--- config.mk ---
export PLATFORM = sky130hd
export DESIGN_NAME = number_to_ascii_digits
export DESIGN_NICKNAME = d
export VERILOG_FILES = /design/src/hw/rtl/ntad_pkg.sv /design/src/hw/rtl/ntad_dp.sv /design/src/hw/rtl/ntad_ctrl.sv /design/src/hw/rtl/number_to_ascii_digits.sv
export SDC_FILE = /design/constraint.sdc
export NUM_CORES = 1
export LEC_CHECK = 0
export ABC_AREA = 1
export ABC_CLOCK_PERIOD_IN_PS = 6400
export BUFFER_PORTS_ARGS = -buffer_cell sky130_fd_sc_hd__buf_4
export CORE_MARGIN = 4
export CORE_UTILIZATION = 61
export DETAILED_ROUTE_END_ITERATION = 10
export MAX_ROUTING_LAYER = met4
export PLACE_DENSITY = 0.82
export SLEW_MARGIN = 20
export SYNTH_ARGS = -nofsm -noshare
export SYNTH_HDL_FRONTEND = slang
export SYNTH_SLANG_ARGS = --single-unit
--- constraint.sdc ---
create_clock -name clk_i -period 6.4 [get_ports clk_i]
set_input_delay 1.28 -clock clk_i [delete_from_list [all_inputs] [get_ports clk_i]]
set_output_delay 1.28 -clock clk_i [all_outputs]
set_load 0.03 [all_outputs]
--- src/hw/rtl/ntad_pkg.sv ---
// Package for the number to ASCII digits block.
// Holds word types, mode codes, ASCII constants and controller/datapath links.
// No dependencies.
`default_nettype none

package ntad_pkg;

  localparam logic [1:0] OP_UDEC = 2'd0;
  localparam logic [1:0] OP_SDEC = 2'd1;
  localparam logic [1:0] OP_HEX  = 2'd2;
  localparam logic [1:0] OP_BIN  = 2'd3;

  localparam logic [6:0] ASCII_ZERO  = 7'h30;
  localparam logic [6:0] ASCII_A     = 7'h41;
  localparam logic [6:0] ASCII_PLUS  = 7'h2B;
  localparam logic [6:0] ASCII_MINUS = 7'h2D;

  localparam logic [5:0] MAX_DIGITS = 6'd32;

  typedef struct packed {
    logic [1:0]  opcode;
    logic [31:0] value;
    logic [5:0]  digit_count;
    logic [2:0]  line;
    logic [4:0]  start_column;
  } in_word_t;

  typedef struct packed {
    logic [2:0] out_line;
    logic [7:0] column;
    logic [6:0] char_code;
    logic       last;
  } out_word_t;

  typedef struct packed {
    logic load;
    logic conv_step;
    logic emit_sign;
    logic emit_digit;
  } cmd_t;

  typedef struct packed {
    logic out_free;
    logic is_dec;
    logic is_signed;
    logic conv_last;
    logic rem_zero;
    logic rem_one;
  } sts_t;

  function automatic logic [6:0] digit_char(input logic [3:0] d);
    logic [6:0] ch;
    if (d < 4'd10) begin
      ch = ASCII_ZERO + {3'b000, d};
    end else begin
      ch = ASCII_A + {3'b000, d} - 7'd10;
    end
    return ch;
  endfunction

endpackage

`default_nettype wire

--- src/hw/rtl/ntad_dp.sv ---
// Datapath: request registers, double-dabble converter, digit select, output word.
// Depends on ntad_pkg.
`default_nettype none

module ntad_dp (
  input  wire                   clk_i,
  input  wire                   rst_ni,
  input  ntad_pkg::in_word_t    in_word_i,
  input  ntad_pkg::cmd_t        cmd_i,
  output ntad_pkg::sts_t        sts_o,
  output logic                  out_valid_o,
  input  wire                   out_stall_i,
  output ntad_pkg::out_word_t   out_word_o
);

  logic [1:0]  mode_q, mode_d;
  logic        neg_q, neg_d;
  logic [31:0] mag_q, mag_d;
  logic [39:0] bcd_q, bcd_d;
  logic [4:0]  conv_cnt_q, conv_cnt_d;
  logic [5:0]  rem_q, rem_d;
  logic [4:0]  pos_q, pos_d;
  logic [7:0]  col_q, col_d;
  logic [2:0]  line_q, line_d;
  logic        out_valid_q, out_valid_d;
  ntad_pkg::out_word_t out_word_q, out_word_d;

  logic [5:0]  count_clamped;
  logic [39:0] bcd_adj;
  logic [39:0] bcd_sh;
  logic [31:0] hex_sh;
  logic [31:0] bin_sh;
  logic [3:0]  digit;

  assign count_clamped = (in_word_i.digit_count > ntad_pkg::MAX_DIGITS) ?
                         ntad_pkg::MAX_DIGITS : in_word_i.digit_count;

  always_comb begin
    for (int k = 0; k < 10; k++) begin
      bcd_adj[k*4 +: 4] = (bcd_q[k*4 +: 4] >= 4'd5) ? bcd_q[k*4 +: 4] + 4'd3 :
                                                      bcd_q[k*4 +: 4];
    end
  end

  assign bcd_sh = bcd_q >> {pos_q, 2'b00};
  assign hex_sh = mag_q >> {pos_q, 2'b00};
  assign bin_sh = mag_q >> pos_q;

  always_comb begin
    case (mode_q)
      ntad_pkg::OP_HEX: digit = hex_sh[3:0];
      ntad_pkg::OP_BIN: digit = {3'b000, bin_sh[0]};
      default:          digit = bcd_sh[3:0];
    endcase
  end

  always_comb begin
    mode_d      = mode_q;
    neg_d       = neg_q;
    mag_d       = mag_q;
    bcd_d       = bcd_q;
    conv_cnt_d  = conv_cnt_q;
    rem_d       = rem_q;
    pos_d       = pos_q;
    col_d       = col_q;
    line_d      = line_q;
    out_word_d  = out_word_q;
    out_valid_d = out_valid_q && out_stall_i;

    if (cmd_i.load) begin
      mode_d     = in_word_i.opcode;
      neg_d      = (in_word_i.opcode == ntad_pkg::OP_SDEC) && in_word_i.value[31];
      mag_d      = neg_d ? (32'd0 - in_word_i.value) : in_word_i.value;
      bcd_d      = '0;
      conv_cnt_d = '0;
      rem_d      = count_clamped;
      pos_d      = 5'(count_clamped - 6'd1);
      col_d      = {3'b000, in_word_i.start_column};
      line_d     = in_word_i.line;
    end

    if (cmd_i.conv_step) begin
      bcd_d      = {bcd_adj[38:0], mag_q[31]};
      mag_d      = {mag_q[30:0], 1'b0};
      conv_cnt_d = conv_cnt_q + 5'd1;
    end

    if (cmd_i.emit_sign) begin
      out_valid_d          = 1'b1;
      out_word_d.out_line  = line_q;
      out_word_d.column    = col_q;
      out_word_d.char_code = neg_q ? ntad_pkg::ASCII_MINUS : ntad_pkg::ASCII_PLUS;
      out_word_d.last      = (rem_q == 6'd0);
      col_d                = col_q + 8'd1;
    end

    if (cmd_i.emit_digit) begin
      out_valid_d          = 1'b1;
      out_word_d.out_line  = line_q;
      out_word_d.column    = col_q;
      out_word_d.char_code = ntad_pkg::digit_char(digit);
      out_word_d.last      = (rem_q == 6'd1);
      col_d                = col_q + 8'd1;
      rem_d                = rem_q - 6'd1;
      pos_d                = pos_q - 5'd1;
    end
  end

  always_ff @(posedge clk_i or negedge rst_ni) begin
    if (!rst_ni) begin
      out_valid_q <= 1'b0;
      rem_q       <= '0;
      conv_cnt_q  <= '0;
      mode_q      <= ntad_pkg::OP_UDEC;
    end else begin
      out_valid_q <= out_valid_d;
      rem_q       <= rem_d;
      conv_cnt_q  <= conv_cnt_d;
      mode_q      <= mode_d;
    end
  end

  always_ff @(posedge clk_i) begin
    neg_q      <= neg_d;
    mag_q      <= mag_d;
    bcd_q      <= bcd_d;
    pos_q      <= pos_d;
    col_q      <= col_d;
    line_q     <= line_d;
    out_word_q <= out_word_d;
  end

  assign sts_o.out_free  = !out_valid_q || !out_stall_i;
  assign sts_o.is_dec    = mode_q inside {ntad_pkg::OP_UDEC, ntad_pkg::OP_SDEC};
  assign sts_o.is_signed = (mode_q == ntad_pkg::OP_SDEC);
  assign sts_o.conv_last = (conv_cnt_q == 5'd31);
  assign sts_o.rem_zero  = (rem_q == 6'd0);
  assign sts_o.rem_one   = (rem_q == 6'd1);

  assign out_valid_o = out_valid_q;
  assign out_word_o  = out_word_q;

`ifndef SYNTHESIS
  a_one_cmd: assert property (@(posedge clk_i) disable iff (!rst_ni)
    $onehot0({cmd_i.load, cmd_i.conv_step, cmd_i.emit_sign, cmd_i.emit_digit}))
    else $error("more than one datapath command");

  a_emit_free: assert property (@(posedge clk_i) disable iff (!rst_ni)
    (cmd_i.emit_sign || cmd_i.emit_digit) |-> sts_o.out_free)
    else $error("word emitted over a held output");

  a_digit_rem: assert property (@(posedge clk_i) disable iff (!rst_ni)
    cmd_i.emit_digit |-> (rem_q != 6'd0))
    else $error("digit emitted with none remaining");

  a_conv_dec: assert property (@(posedge clk_i) disable iff (!rst_ni)
    cmd_i.conv_step |-> sts_o.is_dec)
    else $error("conversion step outside decimal mode");
`endif

endmodule

`default_nettype wire

--- src/hw/rtl/ntad_ctrl.sv ---
// Controller state machine: sequences load, conversion and character emission.
// Depends on ntad_pkg.
`default_nettype none

module ntad_ctrl (
  input  wire             clk_i,
  input  wire             rst_ni,
  input  wire             in_valid_i,
  output logic            in_stall_o,
  input  ntad_pkg::sts_t  sts_i,
  output ntad_pkg::cmd_t  cmd_o
);

  localparam logic [2:0] ST_IDLE  = 3'd0;
  localparam logic [2:0] ST_CHECK = 3'd1;
  localparam logic [2:0] ST_CONV  = 3'd2;
  localparam logic [2:0] ST_SIGN  = 3'd3;
  localparam logic [2:0] ST_DIGIT = 3'd4;

  logic [2:0] state_q, state_d;

  always_comb begin
    state_d    = state_q;
    cmd_o      = '0;
    in_stall_o = 1'b1;
    case (state_q)
      ST_IDLE: begin
        in_stall_o = 1'b0;
        if (in_valid_i) begin
          cmd_o.load = 1'b1;
          state_d    = ST_CHECK;
        end
      end
      ST_CHECK: begin
        if (sts_i.is_dec) begin
          state_d = ST_CONV;
        end else if (sts_i.rem_zero) begin
          state_d = ST_IDLE;
        end else begin
          state_d = ST_DIGIT;
        end
      end
      ST_CONV: begin
        cmd_o.conv_step = 1'b1;
        if (sts_i.conv_last) begin
          if (sts_i.is_signed) begin
            state_d = ST_SIGN;
          end else if (sts_i.rem_zero) begin
            state_d = ST_IDLE;
          end else begin
            state_d = ST_DIGIT;
          end
        end
      end
      ST_SIGN: begin
        if (sts_i.out_free) begin
          cmd_o.emit_sign = 1'b1;
          state_d         = sts_i.rem_zero ? ST_IDLE : ST_DIGIT;
        end
      end
      ST_DIGIT: begin
        if (sts_i.out_free) begin
          cmd_o.emit_digit = 1'b1;
          if (sts_i.rem_one) begin
            state_d = ST_IDLE;
          end
        end
      end
      default: begin
        state_d = ST_IDLE;
      end
    endcase
  end

  always_ff @(posedge clk_i or negedge rst_ni) begin
    if (!rst_ni) begin
      state_q <= ST_IDLE;
    end else begin
      state_q <= state_d;
    end
  end

`ifndef SYNTHESIS
  a_load_idle: assert property (@(posedge clk_i) disable iff (!rst_ni)
    cmd_o.load |=> (state_q == ST_CHECK))
    else $error("load not followed by check");

  a_stall_busy: assert property (@(posedge clk_i) disable iff (!rst_ni)
    (state_q != ST_IDLE) |-> in_stall_o)
    else $error("input taken while busy");

  a_digit_end: assert property (@(posedge clk_i) disable iff (!rst_ni)
    (cmd_o.emit_digit && sts_i.rem_one) |=> (state_q == ST_IDLE))
    else $error("last digit did not end the request");
`endif

endmodule

`default_nettype wire

--- src/hw/rtl/number_to_ascii_digits.sv ---
// Top level of the number to ASCII digits block.
// Instantiates ntad_ctrl and ntad_dp; depends on ntad_pkg.
//
// Usage:
//   Input channel (in_valid_i / in_stall_o / in_word_i) takes one request
//   word: mode, 32-bit value, digit count, line and start column.
//   Output channel (out_valid_o / out_stall_i / out_word_o) returns one word
//   per character, most significant digit first, last set on the final one.
//   Signed decimal sends the sign character before the digits.
//   Sequence: after accept the request is decoded in the check state. Decimal
//   modes then run the double-dabble conversion before the first character
//   shows; hex and binary go from the check state straight to the characters.
//   Characters then leave at one per cycle while out_stall_i is low.
//   Request time is set by the one-bit-per-cycle decimal converter and the
//   single output register. The next request is taken once the last character
//   sits in the output register.
//   Reset clears the controller and the output valid; no word is in flight.
//   While out_stall_i is high a valid output word holds and emission pauses.
`default_nettype none

module number_to_ascii_digits (
  input  wire                  clk_i,
  input  wire                  rst_ni,
  input  wire                  in_valid_i,
  output logic                 in_stall_o,
  input  ntad_pkg::in_word_t   in_word_i,
  output logic                 out_valid_o,
  input  wire                  out_stall_i,
  output ntad_pkg::out_word_t  out_word_o
);

  ntad_pkg::cmd_t cmd;
  ntad_pkg::sts_t sts;

  ntad_ctrl u_ctrl (
    .clk_i      (clk_i),
    .rst_ni     (rst_ni),
    .in_valid_i (in_valid_i),
    .in_stall_o (in_stall_o),
    .sts_i      (sts),
    .cmd_o      (cmd)
  );

  ntad_dp u_dp (
    .clk_i       (clk_i),
    .rst_ni      (rst_ni),
    .in_word_i   (in_word_i),
    .cmd_i       (cmd),
    .sts_o       (sts),
    .out_valid_o (out_valid_o),
    .out_stall_i (out_stall_i),
    .out_word_o  (out_word_o)
  );

endmodule

`default_nettype wire
==> results of run 1 <==
-- metal layers --
layer  GRT usage  up-vias  wire (µm)
met2      0.4151      270       8935
met5           -        -          0
met4      0.1106        0        546
met1      0.3487     3318       8092
li1            -     3548          -
met3     0.04332       48       1243
-- state kept, by name (all words and copies together), names as in the netlist --
register / count
u_ctrl.state_q: 3
u_dp.bcd_q: 40
u_dp.col_q: 8
u_dp.conv_cnt_q: 5
u_dp.line_q: 3
u_dp.mag_q: 32
u_dp.mode_q: 2
u_dp.neg_q: 1
u_dp.out_valid_o: 1
u_dp.out_word_o: 19
u_dp.pos_q: 5
u_dp.rem_q: 6
-- kinds of logic (layout without fill, tap and decap cells) --
family                     Yosys count  in the layout  share of synthesized area
AOI/OAI and AO/OA                  229            229                     0.1626
buffers and inverters              174            252                    0.09313
xor gates and xnor gates            15             15                    0.01635
and+or+nand+nor                    429            429                     0.2277
muxes                                1              1                   0.001246
DFF                                125            125                     0.4554
adders and majority gates           28             28                    0.04361
-- power groups by stage --
stage               registers [mW]  logic [mW]  clock network, mW
floorplan                     1.58        1.27                  0
global placement              1.58        1.66                  0
detailed placement            1.59        1.69                  0
CTS                           1.58        1.72               1.03
global route                  1.63        1.94               1.08
finish                        1.59        1.73               1.03
-- worst max path at each step --
| stage | to | cells past startpoint | startpoint | slack, ns |
|---|---|---|---|---|
| 6_report | u_dp.col_q[1] | 8 | out_stall_i | 3.16 |
| 5_1_grt | u_dp.col_q[6] | 8 | out_stall_i | 2.85 |
| 4_1_cts | u_dp.col_q[1] | 8 | out_stall_i | 3.14 |
| 3_5_place_dp | u_dp.col_q[1] | 8 | out_stall_i | 2.70 |
| 3_3_place_gp | u_dp.col_q[6] | 8 | out_stall_i | 2.85 |
| 2_1_floorplan | u_dp.bcd_q[0] | 4 | in_valid_i | 2.86 |
-- through the flow --
stage	util	instances
after floorplan	-	1001
after global placement	0.6763	1219
after detailed placement	0.6763	1219
after CTS	0.7250	1251
after global routing	0.7250	1251
final	0.7250	1251
-- final cells by class --
class                      instances  area share
inverter                         142     0.05809
tap                              172     0.02324
multi-input combinational        702      0.3931
clock inverter                    13     0.02053
sequential                       125      0.3950
timing repair buffer              78     0.06323
clock buffer                      19     0.04674
-- cell usage after synthesis (all sizes together) (3+ instances only) --
cell type  instances
a21oi             67
a221oi             5
buf               24
clkbuf             8
dfrtp             17
edfxtp           107
ha                28
inv              141
nand2            219
nand3             69
nand4              7
nor2              97
nor3              26
o211ai            25
o21ai            101
o22ai             17
o32ai              3
or2                3
xnor2              5
xor2              10
==> flow_metrics.env, run 1 <==
export IMPL_grt_first_pass_wirelength_um=30860
export IMPL_p_int_mw=2.531
export IMPL_htreeDepth=4
export IMPL_hold_viol=0
export IMPL_gr_usage_all_layers=0.2665
export IMPL_synth_top_area_frac=0.3999
export IMPL_drc_errors=0
export IMPL_fin_crit_ns=3.241
export IMPL_clkSlewWorstSetupHoldPaths_ns=0.06
export IMPL_worst_slew_pin_slew_ns=0.8401
export IMPL_syn_inst=1001
export IMPL_leakage_nw=3.991
export IMPL_nNetsFinal=1146
export IMPL_r2r_setup_slack_ns=3.31
export IMPL_p_sw_mw=1.810
export IMPL_path_max_fanout=21
export IMPL_clk_latency_ns=0.44
export IMPL_syn_area_um2=8034
export IMPL_finalCritPeriodShare=0.5064
export IMPL_grt_pass1_vias=6569
export IMPL_synth_edf_count=107
export IMPL_via_per_inst=5.743
export IMPL_syn_to_final_growth_pct=15.28
export IMPL_ir_drop_mv=0.2647
export IMPL_wl_um=18820
export IMPL_seqPwrFrac=0.365
export IMPL_cts_resized=0
export IMPL_required_ns=6.58
export IMPL_port_buffers=72
export IMPL_status="complete, no violations"
export IMPL_drive_gt1_frac=0.1242
export IMPL_cp_slowest_cell="nor2_1"
export IMPL_clkPwrFrac=0.237
export IMPL_die_x_um=122.8
export IMPL_critPathMaxStageDelay_ns=0.56
export IMPL_clock_skew_ns=0.006562
export IMPL_avgSynthCellArea_um2=8.026
export IMPL_place_ws_ns=2.699
export IMPL_grt_start_max_net_pins=46
export IMPL_startpoint_type="primary input"
export IMPL_reg2reg_depth=17
export IMPL_setup_viol=0
export IMPL_slew_viol_final=0
export IMPL_ys_flop_type="edfxtp_1"
export IMPL_die_h_um=122.8
export IMPL_routed_via_count=7184
export IMPL_wl_per_cell_um=15.04
export IMPL_ys_ff_latch=125
export IMPL_pin_count=73
export IMPL_hold_ws_ns=0.4239
export IMPL_gp_congestion=0.9597
export IMPL_cts_root_buf="clkbuf_16"
export IMPL_switching_share=0.4170
export IMPL_postRouteAntennaNets=0
export IMPL_worstSetupPathType="in2reg"
export IMPL_postCtsSetupBuffers=0
export IMPL_rsz0062_at_grt="false"
export IMPL_start_util=0.6290
export IMPL_reg2reg_from="u_dp.pos_q[0]"
export IMPL_tritoncts="built"
export IMPL_multi_input_area_um2=3641
export IMPL_dr_pass1_iters=6
export IMPL_dpl_hpwl_um=13190
export IMPL_layout_common_cells="nand2_1 (214), inv_1 (132), edfxtp_1 (107)"
export IMPL_drtIter0Drc=636
export IMPL_crit_top_cell="nand2_1"
export IMPL_drv_cap=0
export IMPL_async_reset_ff_frac=0.1360
export IMPL_ys_seq_area_frac=0.4554
export IMPL_final_common_cell="nand2_1"
export IMPL_comb_power_share=0.398
export IMPL_yosysWarnings=0
export IMPL_numCtsBuffers=17
export IMPL_worstPathCellList="buf_4, nand2_1, nand2_1, inv_2, nor2_1, inv_1, nand2_1, nand2_1"
export IMPL_synthTopCellsByArea="edfxtp_1 (40%), nand2_1 (10%), inv_1 (6.2%), dfrtp_1 (5.3%), o21ai_0 (5.2%)"
export IMPL_timing_rr_end="u_dp.out_word_o[5]"
export IMPL_antenna_found_initial=0
export IMPL_max_freq_mhz=308.6
export IMPL_crit_family="simple AND/OR/NAND/NOR gates"
export IMPL_min_from="u_dp.line_q[1]"
export IMPL_rows=41
export IMPL_cts_sinks=125
export IMPL_diodes=0
export IMPL_synth_area_leader_cell="edfxtp_1"
export IMPL_syn_num_nets=1081
export IMPL_core_um2=12770
export IMPL_arrival_ns=3.42
export IMPL_clk_path_buf_depth=2
export IMPL_grt_remaining_overflow=0
export IMPL_finalPower_mw=4.341
export IMPL_power_per_cell_area_nw_per_um2=468.7
export IMPL_ctsHoldBuffers=0
export IMPL_regArea_um2=3659
export IMPL_holdPathStages=0
export IMPL_fillers=976
export IMPL_min_to="u_dp.out_word_o[17]"
export IMPL_final_area_um2=9261
export IMPL_slew_headroom=0.4380
export IMPL_path_buf_inv=3
export IMPL_finalSetupTns_ns=0
export IMPL_synth_distinct_cells=52
export IMPL_hp_class="reg2reg"
export IMPL_endpoint_kind="flip-flop"
export IMPL_layout_setup_ws_ns=3.159
export IMPL_placed_area_um2=8638
export IMPL_die_area_um2=15070
Note: power is estimated with default switching activity, not from simulation.
==> run 2, diff against run 1 <==
Settings changed: ABC_AREA 1 to 0, ABC_CLOCK_PERIOD_IN_PS 6400 to 2800, CORE_UTILIZATION 61 to 54, PLACE_DENSITY 0.82 to 0.77.
Clock period 6.4 ns to 2.8 ns, I/O delays scaled along.
==> run 2 against run 1 <==
  * Sequential power increased to 2.5 times the previous value
  * Flip-flop and latch count unchanged
  * Clock skew increased by 0.0034 ns
  * Power increased by 150%
  * Global-route usage decreased by 1.9 points
  * Synthesized area decreased by 5.3%
  * Highest routed layer unchanged
==> flow_metrics.env, run 2 <==
export IMPL_async_reset_ff_frac=0.1360
export IMPL_grt_pass1_vias=6071
export IMPL_path_max_fanout=6
export IMPL_finalPower_mw=10.81
export IMPL_syn_area_um2=7605
export IMPL_dr_pass1_iters=5
export IMPL_die_x_um=126.7
export IMPL_tritoncts="built"
export IMPL_drc_errors=0
export IMPL_fillers=1035
export IMPL_ys_flop_type="edfxtp_1"
export IMPL_largest_register_ffs=40
export IMPL_yosysMostFrequentCell="edfxtp_1"
export IMPL_postLayoutCoreUtil=0.6626
export IMPL_numCtsBuffers=17
export IMPL_final_common_cell="buf_4"
export IMPL_wl_um=18730
export IMPL_ys_seq_area_frac=0.4811
export IMPL_leakage_nw=3.547
export IMPL_rows=43
export IMPL_clk_path_buf_depth=2
export IMPL_cts_root_buf="clkbuf_16"
export IMPL_syn_num_nets=803
export IMPL_clkSlewWorstSetupHoldPaths_ns=0.06
export IMPL_synth_edf_count=107
export IMPL_clk_latency_ns=0.42
export IMPL_clock_skew_ns=0.01000
export IMPL_routed_via_count=6172
export IMPL_power_per_cell_area_nw_per_um2=1180
export IMPL_gp_congestion=0.9619
export IMPL_yosysWarnings=0
export IMPL_hold_viol=0
export IMPL_regMostFlops="u_dp.bcd_q"
export IMPL_finalSetupTns_ns=0
export IMPL_slew_headroom=0.4999
export IMPL_synth_top_area_frac=0.4225
export IMPL_rsz0062_at_grt="true"
export IMPL_grt_remaining_overflow=0
export IMPL_htreeDepth=4
export IMPL_worst_slew_pin_slew_ns=0.7455
export IMPL_dpl_hpwl_um=13810
export IMPL_finalCritPeriodShare=0.9976
export IMPL_max_freq_mhz=358.0
export IMPL_wl_per_cell_um=18.29
export IMPL_ys_ff_latch=125
export IMPL_syn_to_final_growth_pct=20.47
export IMPL_ir_drop_mv=0.8267
export IMPL_die_h_um=126.7
export IMPL_port_buffers=72
export IMPL_cts_sinks=125
export IMPL_diodes=0
export IMPL_nNetsFinal=911
export IMPL_syn_inst=723
export IMPL_worstSetupPathType="reg2reg"
export IMPL_antenna_found_initial=0
export IMPL_layout_common_cells="buf_4 (116), edfxtp_1 (107), nand2_1 (98)"
export IMPL_pin_count=73
export IMPL_slew_viol_final=0
export IMPL_grt_start_max_net_pins=73
export IMPL_synthTopCellsByArea="edfxtp_1 (42%), mux4_2 (6.5%), dfrtp_1 (5.6%), nand2_1 (4.9%), xor2_1 (4.7%)"
export IMPL_start_util=0.5500
export IMPL_startpoint_type="flip-flop"
export IMPL_postRouteAntennaNets=0
export IMPL_gr_usage_all_layers=0.2473
export IMPL_drtIter0Drc=603
export IMPL_endpoint_kind="flip-flop"
export IMPL_arrival_ns=3.07
export IMPL_avgSynthCellArea_um2=10.52
export IMPL_hp_class="in2reg"
export IMPL_synth_distinct_cells=68
export IMPL_core_um2=13830
export IMPL_drv_cap=0
export IMPL_status="complete, no violations"
export IMPL_fin_crit_ns=2.793
export IMPL_die_area_um2=16050
export IMPL_setup_viol=0
export IMPL_grt_first_pass_wirelength_um=30350
export IMPL_via_per_inst=6.027
export IMPL_drive_gt1_frac=0.2287
export IMPL_synth_commonest_cells="edfxtp_1 (107), nand2_1 (99), nor2_1 (63)"
export IMPL_synth_area_leader_cell="edfxtp_1"
export IMPL_required_ns=3.08
-- run 2: cell types whose count changed after synthesis, moves of 22 or more --
cell | previous run | this run
inv_1 | 132 | 34
mux4_2 | 0 | 22
nand2_1 | 215 | 99
nand3_1 | 67 | 21
nor2_1 | 94 | 63
o211ai_1 | 25 | 1
o21ai_0 | 84 | 49
xor2_1 | 10 | 41
-- run 2: area by class of cell --
class | count | area [µm²] | share of cell area
clock buffer | 18 | 429.2 | 0.04685
inverter | 37 | 138.9 | 0.01516
sequential | 125 | 3659 | 0.3993
tap | 180 | 225.2 | 0.02458
timing repair buffer | 119 | 920.9 | 0.1005
clock inverter | 14 | 118.9 | 0.01297
multi-input combinational | 531 | 3670 | 0.4006
-- run 2: kinds of logic (layout without fill, tap and decap cells) --
family	count (synthesis)	count (layout)	share of synthesized area
AOI/OAI and AO/OA	153	153	0.1234
and+or+nand+nor	253	253	0.1568
adders and majority gates	28	28	0.04607
xor gates and xnor gates	57	57	0.06565
DFF	125	125	0.4811
buffers and inverters	67	188	0.03784
muxes	40	40	0.08917
-- run 2: metal layers --
metal,track usage,vias to the layer above,share of wire
li1,-,2841,-
met3,0.06063,72,0.076
met4,0.1054,0,0.032
met5,-,-,0
met2,0.3898,300,0.49
met1,0.3060,2959,0.40
-- run 2: critical path: stages (launching register included) --
cell and delay [ns]:
edfxtp_1 0.52, mux4_2 0.55, mux4_2 0.45, mux2i_1 0.15, nor2_1 0.07, a21oi_2 0.13, ha_2 0.20, o21ai_2 0.06
or3b_1 0.35, a31oi_1 0.16
-- run 2: power by group --
group / switching (mW) / internal [mW]
Sequential: 0.810 / 3.17
Combinational: 2.69 / 2.10
Clock: 0.822 / 1.21
-- run 2: path summary, 6_finish.rpt --
path,start,depth (start not counted),endpoint,slack [ns]
worst min register to register,u_dp.line_q[2],0,u_dp.out_word_o[18],0.43
worst max-delay path,u_dp.pos_q[2],9,u_dp.out_word_o[3],0.007
min in group asynchronous,rst_ni,2,u_dp.rem_q[3],0.57
max in group asynchronous,rst_ni,2,u_dp.conv_cnt_q[1],2.03
worst max register to register,u_dp.pos_q[2],9,u_dp.out_word_o[3],0.007
worst min-delay path,in_word_i[6],1,u_dp.line_q[1],0.32
-- run 2: repair_timing --
item / 4_1_cts / 5_1_grt
endpoints found under the setup margin: 1 / 3
pin swaps: 0 / 0
hold buffers: 1 / 0
buffers inserted: 3 / 4
gates resized for setup: 0 / 4
hold endpoints to repair: 17 / 0
-- run 2: through the flow --
step,hold WS (ns),instance area (µm²),instances,setup WS (ns)
4_1_cts,0.2979,9115,1020,0.008371
5_1_grt,0.3008,9161,1024,-0.1110
3_5_place_dp,0.4152,8534,984,-0.03708
3_3_place_gp,0.4088,8534,984,0.04721
2_1_floorplan,0.2644,7607,723,0.03161
6_report,0.3151,9161,1024,0.006600
